[src/rtl/pngu_ram.sv]
`default_nettype none

module pngu_ram #(
  parameter int WIDTH = 8,
  parameter int DEPTH = 256
) (
  input  wire logic                     clk,
  input  wire logic                     we,
  input  wire logic [$clog2(DEPTH)-1:0] waddr,
  input  wire logic [WIDTH-1:0]         wdata,
  input  wire logic                     re,
  input  wire logic [$clog2(DEPTH)-1:0] raddr,
  output logic      [WIDTH-1:0]         rdata
);

  logic [WIDTH-1:0] mem [DEPTH];

  // One write port and one registered read port.
  always_ff @(posedge clk) begin
    if (we) begin
      mem[waddr] <= wdata;
    end
    if (re) begin
      rdata <= mem[raddr];
    end
  end

endmodule

`default_nettype wire

[config.mk]
export PLATFORM = sky130hd
export DESIGN_NAME = pngu_ram
export DESIGN_NICKNAME = d
export VERILOG_FILES = /design/src/rtl/pngu_ram.sv
export SDC_FILE = /design/constraint.sdc
export NUM_CORES = 2
export LEC_CHECK = 0
export BUFFER_PORTS_ARGS = -buffer_cell sky130_fd_sc_hd__buf_2
export CAP_MARGIN = 15
export CORE_ASPECT_RATIO = 0.9
export CORE_UTILIZATION = 35
export DETAILED_ROUTE_END_ITERATION = 7
export PLACE_DENSITY = 0.58
export SYNTH_ARGS = -nofsm -noshare
export SYNTH_HDL_FRONTEND = slang
export SYNTH_SLANG_ARGS = --single-unit
export TNS_END_PERCENT = 100
[constraint.sdc]
create_clock -name clk -period 3.3 [get_ports clk]
set_input_delay 0.825 -clock clk [delete_from_list [all_inputs] [get_ports clk]]
set_output_delay 0.825 -clock clk [all_outputs]
set_load 0.01 [all_outputs]
# After elaboration in Yosys (flattened, before gate mapping)
# Memories as Yosys holds them, arrays and structs flattened. A register that Yosys moved wholly into a read port is not among the register bits.
# Index checks and enable logic that the tools add are counted.
# Widths: inputs -> output; s select.
[totals]
register_bits = 0
in_bits = 27
mem_bits_rw = 2048
memories = 1
[memory_table]
columns = ["name", "depth", "word_bits", "read_ports", "rd_ports_with_merged_regs", "wr", "line", "source"]
rows = [
  ["mem", 256, 8, 1, 1, 1, "16", "logic [WIDTH-1:0] mem [DEPTH];"],
]
[op_classes]
muxes = 2
[ops]
columns = ["op", "count"]
rows = [
  ["$mux 1", 2],
]

# Logic depth before layout (Yosys ltp)
[depth]
depth_word = 2
mapped_depth = 11

# Worst setup path after synthesis
# Ideal clock, no wire load.
[synth_path]
path_kind = "input-to-reg"
from = "in raddr[0]"
to = "reg rdata[2], read port of mem (data pin)"
cell_stages = 9
arrival_time_ps = 2632
required_ps = 3031
slack_ps = 399
path_cell_list = "buf_6 buf_12 buf_8 buf_2 mux4_2 a22oi_1 a21oi_1 nor4_1 nor4_2"
[synth_rtl]
columns = ["item", "line", "source"]
rows = [
  ["start, declared", "12", "input wire logic [$clog2(DEPTH)-1:0] raddr,"],
  ["end, declared", "13", "output logic [WIDTH-1:0] rdata"],
]

==> results.cfg <==
[pwr]
swShare = 0.2117
p_leak_nw = 30.32
p_int_mw = 43.26
seq_power_share = 0.525
power_frac_clock = 0.420
peakVddDrop_mv = 0.4897
combPwrFrac = 0.055
power.net_switching_mw = 11.62
power_density_nw_per_um2 = 579.1

[grt]
antenna_found_initial = 18
grt_max_degree = 106
grt_pass1_wl_um = 299100
grt_overflow = 0
grt_pass1_vias = 40810
grt_usage = 0.1808

[logic_synthesis]
syn-cell-area_um2 = 79640
async_flop_share = 0
synth_cells = 3733
yosysWarnings = 0
synth_cell_type_count = 54
synth_flop_cell = edfxtp_1
synth-edff-count = 2056
syn-num-nets = 3760
ys_seq_area_frac = 0.7753
ys_ff_latch = 2056
postSynthAreaPerCell_um2 = 21.33

[clocking]
cts_buffers = 198
tritoncts = done
cts_buffer_depth = 3
holdBufCountCts = 0
cts.sink_count = 2056
h-tree-depth = 4
ctsResizeCount = 0
clkLatencyLatePin_ns = 0.82
cts.repair_timing.setup_buffer_count = 0
root_buffer = clkbuf_16
clk_pin_slew_worst_paths_ns = 0.07

[layout]
final_cells = 7568
multi_input_area_um2 = 16480
fillers = 19600
final_common_cell = edfxtp_1
nNetsFinal = 4420
layout-drive-gt1-share = 0.3173
seq_area_um2 = 61740
final_cell_mix = edfxtp_1, buf_4, mux4_2
area_delta_synth_final_pct = 19.00

[routing]
drt_iter0_markers = 4815
viasPerCell = 5.376
first_pass_iters = 7
wl_per_cell_um = 27.53
drt_wl_total_um = 208300
drc = 6
antenna_left = 0
vias = 40690

[die]
rows = 165
dieArea_um2 = 229400
ios = 35
die_height_um = 454.5
fp.dieW_um = 504.8
fp.coreArea_um2 = 225400
start_util = 0.3532

[timing]
grt_setup_unrepaired = false
fin_skew_ns = 0.02610
setup_viol = 0
hold_viol = 0
relSlewSlack = 0.2113
post-route-min-period_ns = 3.135
fin_ws_ns = 0.1646
slew_viol_final = 0
post-route-period-util = 0.9501
worstMarginPinSlew_ns = 1.172
clock.fmax_mhz = 318.9

[setup_path]
critPathLaunchType = input port
crit_chain = buf_8 -> buf_12 -> buf_4 -> mux4_2 -> a22oi_1 -> a21oi_1 -> nor3_1 -> nor4_1
critPathMaxFanout = 11
critPathKind = in -> reg
cp_data_arrival_time_ns = 3.66
slowest_delay_ns = 0.91
required_ns = 3.83
worstSetupEndpointType = register
worst_path_max_delay_cell = nor3_1

[place]
portBuffers = 34
pre_cts_ws_ns = -0.6907
dpl.hpwl_um = 137500
dp_cells = 7199
gp_congestion = 0.8635

[hold_path]
min_path_type = in -> reg

[flow_run]
maxCapViolations = 0

[run_status]
violations = DRC
outcome = complete, but fails checks
## flip-flops by register name, indices dropped and copies added, names as in the netlist
| register | cells |
|---|---|
| mem | 2048 |
| rdata | 8 |
## worst max-delay path, delay by kind of cell
family                 cells  cell delay (ns)
buffers and inverters      3             0.64
and+or+nand+nor            2             1.03
muxes                      1             0.53
AOI/OAI and AO/OA          2             0.62
## final cells by class
type | count | share of cell area
multi-input cells | 1442 | 0.1739
flip-flops and latches | 2056 | 0.6515
well taps | 3006 | 0.03969
clock buffers | 238 | 0.05409
repair buffers | 693 | 0.06541
inverters | 2 | 0.00007922
clock inverters | 126 | 0.01526
diodes | 5 | 0.0001320
## through the flow
step           utilization  power [mW]  TNS, ns  hold WS [ns]  area (um2)
2_1_floorplan            -       30.78        0        0.8642       79640
3_3_place_gp        0.3912       32.38   -3.775         1.225       88180
3_5_place_dp        0.3912       32.40   -3.669         1.217       88180
4_1_cts             0.4203       55.35        0        0.3573       94760
5_1_grt             0.4203       56.42        0        0.3735       94760
6_report            0.4204       54.88        0        0.4219       94770
## layer usage
layer,vias to the layer above,global-route usage,part of all wire
met3,281,0.04370,0.090
li1,17060,-,-
met1,21660,0.2610,0.43
met2,1680,0.2755,0.45
met4,2,0.04293,0.022
met5,-,0,0.000062
## logic make-up after synthesis
| family | count (synthesis) | synth area share |
|---|---|---|
| flip-flops | 2056 | 0.7753 |
| multiplexers | 591 | 0.1460 |
| AND/OR/NAND/NOR | 466 | 0.02625 |
| buffers and inverters | 235 | 0.01829 |
| AO/OA/AOI/OAI | 385 | 0.03416 |
## power by group through the flow
stage               logic (mW)  registers, mW  clock network [mW]
floorplan                 1.40           29.4                   0
global placement          3.00           29.4                   0
detailed placement        3.02           29.4                   0
CTS                       3.03           28.8                23.5
global route              3.17           28.8                24.4
finish                    3.00           28.8                23.1
## path summary, 6_finish.rpt
check / startpoint / end / slack (ns) / depth (start not counted)
worst min-delay path: re / rdata[2] / 0.42 / 1
worst max-delay path: raddr[0] / rdata[7] / 0.16 / 8
worst max register to register: mem[142][7] / rdata[7] / 0.43 / 6
worst min register to register: mem[60][2] / rdata[2] / 1.22 / 7
## Yosys cell counts, types with 27 or more instances
master	count	area share
a21oi_1	96	0.0060
a22oi_1	133	0.013
buf_2	31	0.0019
buf_4	27	0.0025
clkbuf_1	111	0.0052
edfxtp_1	2056	0.78
mux2i_1	134	0.017
mux4_2	454	0.13
nand2_1	33	0.0016
nand3_1	34	0.0021
nor2_1	282	0.013
nor2b_1	31	0.0024
o221ai_1	46	0.0051
o22ai_1	28	0.0022
Power figures use the tool's default switching activity.
