## src/rtl/pngu_pkg.sv

```systemverilog
`default_nettype none

package pngu_pkg;

  // Line store geometry and row limits.
  localparam int LINE_BYTES = 8192;
  localparam int ADDR_W     = $clog2(LINE_BYTES);
  localparam int MAX_WIDTH  = 2048;
  localparam int POS_W      = 14;

  // Configuration register indexes.
  localparam logic [1:0] REG_WIDTH  = 2'd0;
  localparam logic [1:0] REG_HEIGHT = 2'd1;
  localparam logic [1:0] REG_MODE   = 2'd2;

  // Colour modes.
  localparam logic [1:0] MODE_GRAY = 2'd0;
  localparam logic [1:0] MODE_RGB  = 2'd1;

  // Scanline filter types as coded in the stream.
  typedef enum logic [2:0] {
    FILT_NONE  = 3'd0,
    FILT_SUB   = 3'd1,
    FILT_UP    = 3'd2,
    FILT_AVG   = 3'd3,
    FILT_PAETH = 3'd4
  } filter_t;

  // One sample request on its way from the address stage to reconstruction.
  typedef struct packed {
    logic [7:0]        sample;
    logic [POS_W-1:0]  idx;
    logic [ADDR_W-1:0] addr;
    logic              in_range;
    filter_t           filter;
    logic              first;
    logic [2:0]        bpp;
    logic [1:0]        chan;
    logic              emit;
    logic              row_end;
    logic              image_end;
    logic              error;
  } s1_t;

endpackage

`default_nettype wire

```

## src/rtl/pngu_predict.sv

```systemverilog
`default_nettype none

module pngu_predict import pngu_pkg::*; (
  input  wire filter_t     filter,
  input  wire logic [7:0]  sample,
  input  wire logic [7:0]  left,
  input  wire logic [7:0]  up,
  input  wire logic [7:0]  up_left,
  output logic      [7:0]  value
);

  logic [9:0] diff_b;
  logic [9:0] diff_a;
  logic [9:0] diff_p;
  logic [9:0] dist_a;
  logic [9:0] dist_b;
  logic [9:0] dist_c;
  logic [8:0] sum_ab;
  logic [7:0] paeth;
  logic [7:0] pred;

  // Paeth distances: p - a = b - c, p - b = a - c, p - c = a + b - 2c.
  always_comb begin
    diff_b = {2'b00, up} - {2'b00, up_left};
    diff_a = {2'b00, left} - {2'b00, up_left};
    diff_p = diff_a + diff_b;
    dist_a = diff_b[9] ? (10'd0 - diff_b) : diff_b;
    dist_b = diff_a[9] ? (10'd0 - diff_a) : diff_a;
    dist_c = diff_p[9] ? (10'd0 - diff_p) : diff_p;
    if ((dist_a <= dist_b) && (dist_a <= dist_c)) begin
      paeth = left;
    end else if (dist_b <= dist_c) begin
      paeth = up;
    end else begin
      paeth = up_left;
    end
  end

  // Predictor selection and reconstruction modulo 256.
  always_comb begin
    sum_ab = {1'b0, left} + {1'b0, up};
    unique case (filter)
      FILT_NONE:  pred = 8'd0;
      FILT_SUB:   pred = left;
      FILT_UP:    pred = up;
      FILT_AVG:   pred = sum_ab[8:1];
      FILT_PAETH: pred = paeth;
      default:    pred = 8'd0;
    endcase
    value = sample + pred;
  end

endmodule

`default_nettype wire

```

## config.mk

```make
export PLATFORM = sky130hd
export DESIGN_NAME = pngu_predict
export DESIGN_NICKNAME = d
export VERILOG_FILES = /design/src/rtl/pngu_pkg.sv /design/src/rtl/pngu_predict.sv
export SDC_FILE = /design/constraint.sdc
export NUM_CORES = 1
export LEC_CHECK = 0
export ABC_AREA = 1
export BUFFER_PORTS_ARGS = -buffer_cell sky130_fd_sc_hd__clkbuf_2
export CAP_MARGIN = 5
export CORE_MARGIN = 4
export CORE_UTILIZATION = 50
export DETAILED_ROUTE_END_ITERATION = 16
export PLACE_DENSITY = 0.7
export SYNTH_ARGS = -nofsm -noshare
export SYNTH_HDL_FRONTEND = slang
export SYNTH_SLANG_ARGS = --single-unit
```

## constraint.sdc

```tcl
create_clock -name vclk -period 6.77
set_input_delay 0.3385 -clock vclk [all_inputs]
set_output_delay 0.3385 -clock vclk [all_outputs]
set_load 0.05 [all_outputs]
```

Word level (Yosys, flattened, before mapping)
Cells that the tools add are included.
{"block": "op_classes", "addsub": 8, "n_lt_le_gt_ge": 3, "eq_ne": 4, "n_mux": 6, "reduce_logical": 1}
{"cell": "8-bit one-hot mux with 4 select lines", "count": 1}
{"cell": "10-bit less-or-equal comparator", "count": 3}
{"cell": "10-bit two-way mux", "count": 3}
{"cell": "1-bit by 9-bit subtractor with 10-bit output (first input constant)", "count": 2}
{"cell": "8-bit by 8-bit subtractor with 9-bit output", "count": 2}
{"cell": "8-bit two-way mux", "count": 2}
{"cell": "9-bit by 9-bit adder with 10-bit output", "count": 1}
{"cell": "1-bit by 10-bit subtractor with 10-bit output (first input constant)", "count": 1}
{"cell": "8-bit by 8-bit adder with 9-bit output", "count": 1}
{"cell": "8-bit adder", "count": 1}
{"cell": "3-bit by 2-bit equality test with 1-bit output (second input constant)", "count": 2}
{"cell": "3-bit by 1-bit equality test with 1-bit output (second input constant)", "count": 1}
{"cell": "3-bit equality test (second input constant)", "count": 1}
{"cell": "1-bit logical AND", "count": 1}
{"block": "totals", "register_bits": 0, "input_bits": 35, "out_inout_bits": 8, "elab_cells": 22}

Longest topological paths before layout
{"block": "depth", "word_depth": 9, "mapped_depth": 49, "ltp_nobuf": 49}

Least setup slack after synthesis
No wires, ideal clock.
{"block": "synth_path", "kind": "input to output", "startpoint": "input port up[0]", "endpoint": "output port value[6]", "arrival_time_ns": 6.115, "required_time_ns": 6.431, "setup_slack_ns": 0.317, "path_stages": 35, "n_path_buf": 1, "cell_sequence": "inv_1 ha_1 inv_1 fa_1 xor2_1 ha_1 a21oi_1 nand2_1 or2_2 nand2_1 inv_1 nor2_1 nand3_1 a21oi_1 nand2_1 nand2_1 xor2_1 ha_1 a21oi_1 nor2_1 a211oi_1 o211ai_1 nand2_1 clkbuf_1 nand2_1 nand3_1 o211ai_1 nand2_1 ha_1 inv_1 fa_1 o21ai_0 a21oi_1 o21ai_0 xor2_1"}
{"block": "synth_between", "elab_chain_cells": 9, "word_cells_on_any_way": 15, "classes_between": "add/sub (6); order compare (3); mux (5); reduce/logical (1)"}
{"item": "start, declared", "line": "pngu_predict.sv:7", "rtl": "input wire logic [7:0] up,"}
{"item": "8-bit by 8-bit subtractor with 9-bit output", "line": "pngu_predict.sv:24", "rtl": "diff_b = {2'b00, up} - {2'b00, up_left};"}
{"item": "9-bit by 9-bit adder with 10-bit output", "line": "pngu_predict.sv:26", "rtl": "diff_p = diff_a + diff_b;"}
{"item": "1-bit by 10-bit subtractor with 10-bit output", "line": "pngu_predict.sv:29", "rtl": "dist_c = diff_p[9] ? (10'd0 - diff_p) : diff_p;"}
{"item": "10-bit two-way mux", "line": "pngu_predict.sv:29"}
{"item": "10-bit less-or-equal comparator (on tied branches)", "line": "pngu_predict.sv:32, pngu_predict.sv:30"}
{"item": "8-bit two-way mux / 1-bit logical AND (equally long branches)", "line": "pngu_predict.sv:32, pngu_predict.sv:30"}
{"item": "8-bit two-way mux", "line": "pngu_predict.sv:30", "rtl": "if ((dist_a <= dist_b) && (dist_a <= dist_c)) begin"}
{"item": "8-bit one-hot mux with 4 select lines *", "line": "pngu_predict.sv:42", "rtl": "unique case (filter)"}
{"item": "8-bit adder *", "line": "pngu_predict.sv:50", "rtl": "value = sample + pred;"}
{"item": "end, declared", "line": "pngu_predict.sv:9", "rtl": "output logic [7:0] value"}
Mark *: on every way between the ends. The rest lies on a longest branch, timed or not.

Worst setup path after layout
{"block": "layout_path", "startpoint": "input port left[0]", "endpoint": "output port value[7]"}
{"block": "layout_between", "elab_chain_cells": 9, "word_cells_on_any_way": 15, "classes_between": "add/sub (6); order compare (3); mux (5); reduce/logical (1)"}
{"item": "start, declared", "line": "pngu_predict.sv:6", "rtl": "input wire logic [7:0] left,"}
{"item": "8-bit by 8-bit subtractor with 9-bit output", "line": "pngu_predict.sv:25", "rtl": "diff_a = {2'b00, left} - {2'b00, up_left};"}
{"item": "9-bit by 9-bit adder with 10-bit output", "line": "pngu_predict.sv:26"}
{"item": "1-bit by 10-bit subtractor with 10-bit output", "line": "pngu_predict.sv:29"}
{"item": "10-bit two-way mux", "line": "pngu_predict.sv:29"}
{"item": "10-bit less-or-equal comparator (on tied branches)", "line": "pngu_predict.sv:32, pngu_predict.sv:30"}
{"item": "8-bit two-way mux / 1-bit logical AND (equally long branches)", "line": "pngu_predict.sv:32, pngu_predict.sv:30"}
{"item": "8-bit two-way mux", "line": "pngu_predict.sv:30"}
{"item": "8-bit one-hot mux with 4 select lines *", "line": "pngu_predict.sv:42"}
{"item": "8-bit adder *", "line": "pngu_predict.sv:50"}
Marks and branches as above.

==> impl_metrics.xml <==
<?xml version="1.0" encoding="UTF-8"?>
<metrics>
  <group name="status">
    <metric name="status" unit="">completed</metric>
  </group>
  <group name="floorplanning">
    <metric name="boundaryPins" unit="">43</metric>
    <metric name="fp.dieH" unit="um">90.5</metric>
    <metric name="num_rows" unit="">29</metric>
    <metric name="fp.coreArea" unit="sq um">6490</metric>
    <metric name="die_area" unit="sq um">8190</metric>
    <metric name="die_width" unit="um">90.5</metric>
    <metric name="start_util" unit="">0.524</metric>
  </group>
  <group name="layout">
    <metric name="seq_cell_count" unit="">0</metric>
    <metric name="antennaDiodeCount" unit="">0</metric>
    <metric name="relative_area_change_from_synthesis_to_final_layout" unit="%">23.9</metric>
    <metric name="area.sequential" unit="sq um">0</metric>
    <metric name="clock_buffer_count" unit="">0</metric>
    <metric name="drive_gt1_frac" unit="">0.246</metric>
    <metric name="fill_cells" unit="">581</metric>
    <metric name="fin_nets" unit="">748</metric>
  </group>
  <group name="critical_path">
    <metric name="cp_data_required_time" unit="ns">6.43</metric>
    <metric name="critical_path.endpoint_type" unit="">output pin</metric>
    <metric name="kind_of_critical_path" unit="">in -&gt; out</metric>
    <metric name="max_stage_delay" unit="ns">0.40</metric>
    <metric name="critical_path.slowest_cell" unit="">fa_2</metric>
    <metric name="worst_path_most_repeated_cell" unit="">nand2_1</metric>
    <metric name="crit_path_max_fanout" unit="">7</metric>
    <metric name="arrival" unit="ns">5.98</metric>
    <metric name="worst_setup_path_start_kind" unit="">input pin</metric>
  </group>
  <group name="pwr">
    <metric name="power.combinational.fraction" unit="">1.000</metric>
    <metric name="power.total" unit="uW">1050</metric>
    <metric name="p_sw" unit="uW">640</metric>
    <metric name="p_int" unit="uW">410</metric>
    <metric name="clkPwrFrac" unit="">0</metric>
    <metric name="switching_share" unit="">0.609</metric>
    <metric name="power.share.sequential" unit="">0</metric>
    <metric name="worst_ir_drop_vdd" unit="mV">0.137</metric>
    <metric name="static-leakage-power" unit="uW">0.00232</metric>
    <metric name="power.density_cell_area" unit="nW/um^2">249</metric>
  </group>
  <group name="logic_synthesis">
    <metric name="synth.yosys.seq_area_share" unit="">0</metric>
    <metric name="post_synth_instance_area" unit="sq um">3400</metric>
    <metric name="synth.most_common_cell" unit="">nand2_1</metric>
    <metric name="syn_inst" unit="">569</metric>
    <metric name="yosys.area.top_type" unit="">ha_1</metric>
    <metric name="synthDistinctLibCells" unit="">40</metric>
    <metric name="netlist_top_cells_area" unit="">ha_1, nand2_1, inv_1</metric>
    <metric name="yosysWarningCount" unit="">0</metric>
    <metric name="synth.top_cell.area_share" unit="">0.246</metric>
    <metric name="ys_top_cells_by_count" unit="">nand2_1, inv_1, ha_1, nand3_1, nor2_1</metric>
    <metric name="syn_avg_cell_area" unit="sq um">5.98</metric>
  </group>
  <group name="sta">
    <metric name="hold_violations" unit="">0</metric>
    <metric name="timing_max_transition_violations_final" unit="">0</metric>
    <metric name="timing.setup.tns" unit="ns">0</metric>
    <metric name="worst_slew_margin_rel" unit="">0.376</metric>
    <metric name="timing.final.ws_setup" unit="ns">0.450</metric>
    <metric name="finalSetupViolCount" unit="">0</metric>
    <metric name="worst_hold_slack" unit="ns">1.15</metric>
    <metric name="layout_worst_path_cycle_share" unit="">0.934</metric>
    <metric name="final.min_clock_period" unit="ns">6.32</metric>
    <metric name="max_slew.worst_pin.slew" unit="ns">0.929</metric>
    <metric name="fmax" unit="MHz">158</metric>
  </group>
  <group name="worst_hold_path">
    <metric name="hp-start" unit="">sample[0]</metric>
    <metric name="min_path_type" unit="">in -&gt; out</metric>
    <metric name="whs_path_depth" unit="">3</metric>
    <metric name="timing.hold.worst_endpoint" unit="">value[0]</metric>
  </group>
  <group name="placement">
    <metric name="dpl.hpwl" unit="mm">8.41</metric>
    <metric name="gp_routability_congestion" unit="">0.858</metric>
    <metric name="dp_slack" unit="ns">-0.0448</metric>
    <metric name="number_of_port_buffers" unit="">43</metric>
  </group>
  <group name="global_routing">
    <metric name="pin_count_of_the_biggest_net_entering_global_routing" unit="">16</metric>
    <metric name="initial_antenna_violation_count" unit="">0</metric>
    <metric name="total_global_routing_track_utilization" unit="">0.226</metric>
    <metric name="grt_pass1_vias" unit="">3406</metric>
    <metric name="grt_remaining_overflow" unit="">0</metric>
    <metric name="grt_first_pass_wirelength" unit="mm">15.7</metric>
  </group>
  <group name="drt">
    <metric name="dr_total_vias" unit="">3885</metric>
    <metric name="totalWireLength" unit="mm">10.0</metric>
    <metric name="post_drt_wl_per_cell" unit="um">14.0</metric>
    <metric name="drtAntennaViolNets" unit="">0</metric>
    <metric name="post-route-drc-count" unit="">0</metric>
    <metric name="drt_first_iter_violations" unit="">267</metric>
    <metric name="dr.pass1.iters" unit="">5</metric>
    <metric name="viasPerCell" unit="">5.43</metric>
  </group>
  <group name="flow_run">
    <metric name="max_cap_viol_count" unit="">0</metric>
  </group>
</metrics>
-- kinds of logic after synthesis --
| family | share of synthesized area |
|---|---|
| and+or+nand+nor | 0.385 |
| buffers and inverters | 0.120 |
| other | 0.00221 |
| AOI/OAI and AO/OA | 0.147 |
| xor gates and xnor gates | 0.0695 |
| adders and majority gates | 0.276 |
-- per-stage QoR --
step | area, sq um | util | std cells
after floorplan | 3410 | - | 571
after global placement | 3770 | 0.580 | 697
after detailed placement | 3770 | 0.580 | 697
after CTS | 3780 | 0.582 | 697
after global routing | 4220 | 0.649 | 716
final | 4220 | 0.649 | 716
-- layout make-up --
type | count | area (sq um) | area share
inverters | 105 | 398 | 0.0943
well taps | 77 | 96.3 | 0.0228
repair buffers | 69 | 419 | 0.0994
multi-input cells | 465 | 3300 | 0.783
-- worst max path at each step --
stage | start | to | slack, ns | depth (start not counted)
after global placement | left[0] | value[7] | 0.11 | 43
after global routing | up_left[1] | value[7] | -0.04 | 45
after floorplan | up[0] | value[6] | 0.32 | 35
final | left[0] | value[7] | 0.45 | 46
after detailed placement | up[0] | value[7] | -0.04 | 42
after CTS | up[0] | value[7] | 0.003 | 42
-- worst max-delay path, delay by kind of cell --
family                   cells  cell delay (ns)
AND/OR/NAND/NOR             21             1.76
AO/OA/AOI/OAI               11             1.47
adder cells (fa/ha/maj)      5             1.42
buffers and inverters        8             0.74
XOR/XNOR                     1             0.25
-- layer usage --
layer | global-route usage | part of all wire | up-vias
met4 | 0.0102 | 0 | 0
met3 | 0.0108 | 0.058 | 0
met1 | 0.337 | 0.48 | 1764
li1 | - | - | 1998
met2 | 0.374 | 0.46 | 123
met5 | 0 | 0 | -
-- power groups by stage --
| stage | clock network (uW) | registers [uW] | logic [uW] |
|---|---|---|---|
| 2_1_floorplan | 0 | 0 | 689 |
| 4_1_cts | 0 | 0 | 901 |
| 6_report | 0 | 0 | 1050 |
| 3_3_place_gp | 0 | 0 | 863 |
| 3_5_place_dp | 0 | 0 | 896 |
| 5_1_grt | 0 | 0 | 1170 |
-- what timing repair did --
item | 4_1_cts | 5_1_grt
endpoints found under the setup margin | 1 | 4
buffers inserted | 0 | 18
cloned | 0 | 1
resized for setup | 3 | 63
pin swaps | 0 | 35
hold buffers | 0 | 0
-- cells in the final DEF, fill, tap and decap left out, types with 18 or more instances in the layout --
cell      instances
nand3_1          33
buf_4            26
o21ai_0          18
clkbuf_2         41
nand2_1         139
a21oi_1          27
inv_1            93
nor2_1           31
ha_1             54
xor2_1           19
Power figures use the tool's default switching activity.
